===== src/sv/tsbc_pkg.sv =====
// ----------------------------------------------------------------------------
// Toy block cipher package
// Shared sizes, types, register indexes and the round helper functions.
// ----------------------------------------------------------------------------
package tsbc_pkg;

    localparam int BLOCK_BYTES = 8;
    localparam int KEY_BYTES   = 8;
    localparam int MAX_ROUNDS  = 16;
    localparam int MIN_ROUNDS  = 4;

    localparam int BLOCK_W = 64;
    localparam int KEY_W   = 64;
    localparam int MAP_W   = 24;
    localparam int RND_W   = $clog2(MAX_ROUNDS + 1);
    localparam int CFG_W   = 64;

    typedef logic [BLOCK_W-1:0] t_block;
    typedef logic [KEY_W-1:0]   t_key;
    typedef logic [MAP_W-1:0]   t_map;
    typedef logic [RND_W-1:0]   t_rnd;
    typedef logic [1:0]         t_cfg_idx;
    typedef logic [CFG_W-1:0]   t_cfg_data;

    localparam t_cfg_idx CFG_KEY    = 2'd0;
    localparam t_cfg_idx CFG_PERM   = 2'd1;
    localparam t_cfg_idx CFG_ROUNDS = 2'd2;

    localparam logic CMD_ENCRYPT = 1'b0;
    localparam logic CMD_DECRYPT = 1'b1;

    localparam t_map PERM_RESET   = 24'hFAC688;
    localparam t_rnd ROUNDS_RESET = t_rnd'(MIN_ROUNDS);

    localparam t_block BLK_MASK = t_block'((65'd1 << (8 * BLOCK_BYTES)) - 65'd1);

    typedef struct packed {
        t_key key;
        t_map perm;
        t_rnd rounds;
    } t_cfg;

    typedef struct packed {
        logic   cmd;
        t_block data;
    } t_stage;

    function automatic t_block round_key(t_key key, t_rnd r);
        t_block k;
        int     idx;
        k = '0;
        for (int j = 0; j < BLOCK_BYTES; j++) begin
            idx = (j + 3 * int'(r) + 1) % KEY_BYTES;
            k[8*j +: 8] = key[8*idx +: 8];
        end
        return k;
    endfunction

    function automatic t_block perm_fwd(t_block s, t_map mp);
        t_block     o;
        logic [7:0] acc;
        logic [2:0] d;
        o = '0;
        for (int dd = 0; dd < BLOCK_BYTES; dd++) begin
            acc = '0;
            for (int i = 0; i < BLOCK_BYTES; i++) begin
                d = mp[3*i +: 3];
                if (int'(d) == dd) begin
                    acc = acc + s[8*i +: 8];
                end
            end
            o[8*dd +: 8] = acc;
        end
        return o;
    endfunction

    function automatic t_block perm_inv(t_block s, t_map mp);
        t_block     o;
        logic [2:0] src;
        o = '0;
        for (int i = 0; i < BLOCK_BYTES; i++) begin
            src = mp[3*i +: 3];
            if (int'(src) < BLOCK_BYTES) begin
                o[8*i +: 8] = s[8*src +: 8];
            end
        end
        return o;
    endfunction

endpackage


===== src/sv/tsbc_round_cell.sv =====
// ----------------------------------------------------------------------------
// Round cell
// One elastic stage of the round chain; applies the step assigned to its slot.
// ----------------------------------------------------------------------------
module tsbc_round_cell (
    input  logic            i_clk,
    input  logic            i_rst_n,
    input  tsbc_pkg::t_cfg   i_cfg,
    input  tsbc_pkg::t_rnd   i_idx,
    input  logic            i_valid,
    output logic            o_ready,
    input  tsbc_pkg::t_stage i_stage,
    output logic            o_valid,
    input  logic            i_ready,
    output tsbc_pkg::t_stage o_stage
);
    import tsbc_pkg::*;

    logic   r_valid;
    t_stage r_stage;
    t_stage n_stage;
    t_rnd   nr_m1;
    t_block s;

    always_comb begin
        nr_m1   = i_cfg.rounds - 1'b1;
        s       = i_stage.data;
        n_stage = i_stage;
        if (i_stage.cmd == CMD_ENCRYPT) begin
            if (i_idx < nr_m1) begin
                n_stage.data = perm_fwd(~(s ^ round_key(i_cfg.key, i_idx)) & BLK_MASK,
                                        i_cfg.perm);
            end else if (i_idx == nr_m1) begin
                n_stage.data = (~(s ^ round_key(i_cfg.key, i_idx)) & BLK_MASK)
                               ^ round_key(i_cfg.key, i_idx + 1'b1);
            end
        end else begin
            if (i_idx == '0) begin
                n_stage.data = (~(s ^ round_key(i_cfg.key, i_cfg.rounds)) & BLK_MASK)
                               ^ round_key(i_cfg.key, nr_m1);
            end else if (i_idx < i_cfg.rounds) begin
                n_stage.data = (~perm_inv(s, i_cfg.perm) & BLK_MASK)
                               ^ round_key(i_cfg.key, nr_m1 - i_idx);
            end
        end
    end

    assign o_ready = !r_valid || i_ready;
    assign o_valid = r_valid;
    assign o_stage = r_stage;

    always_ff @(posedge i_clk) begin
        if (!i_rst_n) begin
            r_valid <= 1'b0;
        end else if (o_ready) begin
            r_valid <= i_valid;
        end
    end

    always_ff @(posedge i_clk) begin
        if (o_ready && i_valid) begin
            r_stage <= n_stage;
        end
    end

endmodule


===== config.mk =====
export PLATFORM = sky130hd
export DESIGN_NAME = tsbc_round_cell
export DESIGN_NICKNAME = d
export VERILOG_FILES = /design/src/sv/tsbc_pkg.sv /design/src/sv/tsbc_round_cell.sv
export SDC_FILE = /design/constraint.sdc
export NUM_CORES = 2
export LEC_CHECK = 0
export BUFFER_PORTS_ARGS = -buffer_cell sky130_fd_sc_hd__buf_2
export CAP_MARGIN = 20
export CORE_MARGIN = 5
export CORE_UTILIZATION = 65
export DETAILED_ROUTE_END_ITERATION = 8
export PLACE_DENSITY = 0.84
export SLEW_MARGIN = 40
export SYNTH_ARGS = -nofsm -noshare
export SYNTH_HDL_FRONTEND = slang
export SYNTH_SLANG_ARGS = --single-unit

===== constraint.sdc =====
create_clock -name i_clk -period 15.2 [get_ports i_clk]
set_input_delay 0.76 -clock i_clk [delete_from_list [all_inputs] [get_ports i_clk]]
set_output_delay 0.76 -clock i_clk [all_outputs]
set_load 0.03 [all_outputs]

==> results.yml <==
run_status:
  status: "completed"
grt:
  grt_pass1_vias: 37820
  globalRouteOverflowTotal: 0
  grt_usage_pct: 46.68
  grt_max_degree: 83
  grt_pass1_wl_um: 237100
  antenna_found_initial: 8
cts:
  post_cts_resized: 0
  post_cts_buffers: 0
  cts_buffers: 9
  clockRootBuffer: "clkbuf_16"
  path_clk_slew_ps: 50
  cts_tree: "built"
  insertion_delay_ps: 400
  cts_max_path_buffers: 2
  cts_sinks: 66
  cts_hold_buffers: 0
  cts_max_level: 3
timing:
  hold_violations: 0
  max_freq_mhz: 75.03
  finalSetupViolCount: 0
  tightest_slew_ps: 1021
  period_share_pct: 87.68
  drv_slew: 0
  fin_crit_ps: 13330
  rsz0062_at_grt: "no"
  slew_headroom_pct: 31.96
  finClkSkew_ps: 27.76
  fin_setup_tns_ps: 0
die:
  initial_core_util_pct: 65.23
  die_x_um: 258.2
  die_area_mm2: 0.06665
  num_rows: 91
  die_y_um: 258.2
  boundaryPins: 234
  core_mm2: 0.06137
synth:
  syn_inst: 4684
  yosys_warnings: 0
  synthArstFlopShare_pct: 0
  syn_area_per_cell_um2: 8.546
  synthFlopType: "edfxtp_1"
  synth_cell_types: 81
  ys_top_cells_by_area: "mux4_2 14%, ha_1 13%, mux2i_1 10%"
  synth_top_area_share_pct: 14.46
  synth_nets: 5321
  yosysSeqAreaShare_pct: 4.926
  netlist_area_mm2: 0.04003
  synth-edff-count: 65
  synth_seq_cells: 66
  yosysTopAreaCell: "mux4_2"
route:
  vias: 40800
  vias_per_cell: 7.371
  drt-initial-drc-count: 6723
  drc: 0
  post_drt_wl_per_cell_um: 29.65
  ant_nets: 0
  drt-total-wl_um: 164100
  firstDrtPassIters: 9
pwr:
  power.total_mw: 5.983
  powerDensity_mw_per_mm2: 140.4
  p_leak_nw: 19.36
  ir_worst_vdd_mv: 0.1073
final_layout:
  stdcell_area_mm2: 0.04261
  area_growth_pct: 6.451
  fin_cells: 5535
  fillCellCount: 4730
  seq_area_mm2: 0.001972
  nets: 5370
  post_route_cells_drive_above_1_share_pct: 19.90
  multi_input_area_mm2: 0.03631
worst_setup_path:
  crit_top_cell: "xnor2_1"
  startpoint_type: "primary input"
  worstPathArrival_ps: 13370
  worst-endpoint-required_ps: 15240
  worstSetupEndpointType: "flop"
  cpPeakStageDelay_ps: 860
  crit_path_top_delay_cell: "ha_4"
  critPathKind: "primary input to flop"
  worstPathMaxFanout: 49
worst_hold_path:
  hold_path_class: "flop to flop"
run:
  maxCapViolCount: 0
placement:
  dpl-instance-area_mm2: 0.04226
  gp_congestion: 1.095
  dp_cells: 5512
  portBuffers: 233
  dp_hpwl_um: 123100
==> cell families (layout without fill, tap and decap cells) <==
| family | Yosys count | in the layout | share of synthesized area, % |
|---|---|---|---|
| DFF | 66 | 66 | 4.926 |
| and+or+nand+nor | 870 | 870 | 9.721 |
| AOI/OAI and AO/OA | 1133 | 1133 | 17.59 |
| other | 0 | 7 | 0 |
| adders and majority gates | 479 | 479 | 15.84 |
| muxes | 902 | 902 | 31.38 |
| xor gates and xnor gates | 694 | 694 | 15.42 |
| buffers and inverters | 540 | 594 | 5.120 |
==> Yosys cell counts (21+ instances only) <==
master,n
nand2b_1,45
nor2_1,321
a211oi_1,30
nand2_1,288
fa_1,49
nor3_1,35
a21o_1,149
o211ai_1,29
xor2_1,229
a21oi_1,440
buf_1,38
edfxtp_1,65
a31oi_1,21
nor2b_1,35
a221oi_1,27
mux2_2,241
mux2i_1,402
inv_1,216
o21ai_0,198
mux4_2,257
xnor2_1,458
nand3_1,50
clkbuf_1,272
ha_1,421
o21bai_1,120
nand3b_1,22
==> metrics by stage <==
stage | hold slack, ps | setup WS (ps) | utilization, %
floorplan | 858.9 | 1445 | -
global placement | 520.8 | 2339 | 68.66
global route | 622.6 | 1272 | 69.41
CTS | 583.0 | 2620 | 69.37
detailed placement | 548.6 | 2256 | 68.86
finish | 573.9 | 1872 | 69.44
==> layout by cell type (no fill, tap or decap), types with 29 or more instances in the layout <==
cell / synthesis / final
xnor2_1: 458 / 446
nand3_1: 50 / 50
nor2b_1: 35 / 35
o21ai_0: 198 / 195
fa_1: 49 / 49
xor2_1: 229 / 217
nor2_1: 321 / 317
nor3_1: 35 / 32
nand2b_1: 45 / 45
nand2_1: 288 / 288
a21o_1: 149 / 149
ha_1: 421 / 417
edfxtp_1: 65 / 65
a211oi_1: 30 / 30
o21bai_1: 120 / 120
inv_1: 216 / 215
o211ai_1: 29 / 29
mux2_2: 241 / 241
buf_4: 3 / 130
mux2i_1: 402 / 401
buf_2: 9 / 225
a21oi_1: 440 / 439
mux4_2: 257 / 257
==> critical path, delay by kind of cell <==
family | cells | cell delay (ps)
AOI/OAI and AO/OA | 10 | 2320
xor gates and xnor gates | 8 | 1670
adders and majority gates | 7 | 3710
buffers and inverters | 5 | 2630
muxes | 5 | 1850
and+or+nand+nor | 1 | 360
==> registers in the layout (all words and copies together), names as in the netlist <==
| signal | count |
|---|---|
| o_valid | 1 |
| o_stage | 65 |
==> worst paths after layout <==
check | start | end | slack (ps) | cells after the start
max | i_idx[0] | o_stage[39] | 1870 | 36
min | o_valid | o_valid | 570 | 2
max reg2reg | o_valid | o_stage[54] | 13570 | 3
min reg2reg | o_valid | o_valid | 570 | 2
==> layer usage <==
layer | global-route usage, % | share of wire (%) | wire length, µm | up-vias
met3 | 18.19 | 17 | 28200 | 977
met1 | 59.82 | 35 | 56720 | 18940
li1 | - | - | - | 17300
met2 | 67.21 | 40 | 65600 | 3577
met5 | 0 | 0.023 | 38 | -
met4 | 26.48 | 8.3 | 13570 | 6
==> area by class of cell <==
| class | instances | share of cell area (%) |
|---|---|---|
| Tap cell | 790 | 2.320 |
| Timing Repair Buffer | 360 | 5.144 |
| Antenna cell | 7 | 0.04111 |
| Inverter | 218 | 1.923 |
| Clock buffer | 9 | 0.5285 |
| Multi-Input combinational cell | 4078 | 85.20 |
| Clock inverter | 7 | 0.2173 |
| Sequential cell | 66 | 4.627 |
==> power by group <==
| group | switching, mW | leakage, nW | total [mW] | internal [mW] |
|---|---|---|---|---|
| clock | 0.107 | 0.151 | 0.251 | 0.143 |
| sequential | 0.0130 | 0.640 | 0.265 | 0.251 |
| combinational | 3.22 | 18.6 | 5.47 | 2.25 |
| total | 3.34 | 19.4 | 5.98 | 2.64 |
(Power assumes the default switching activity.)
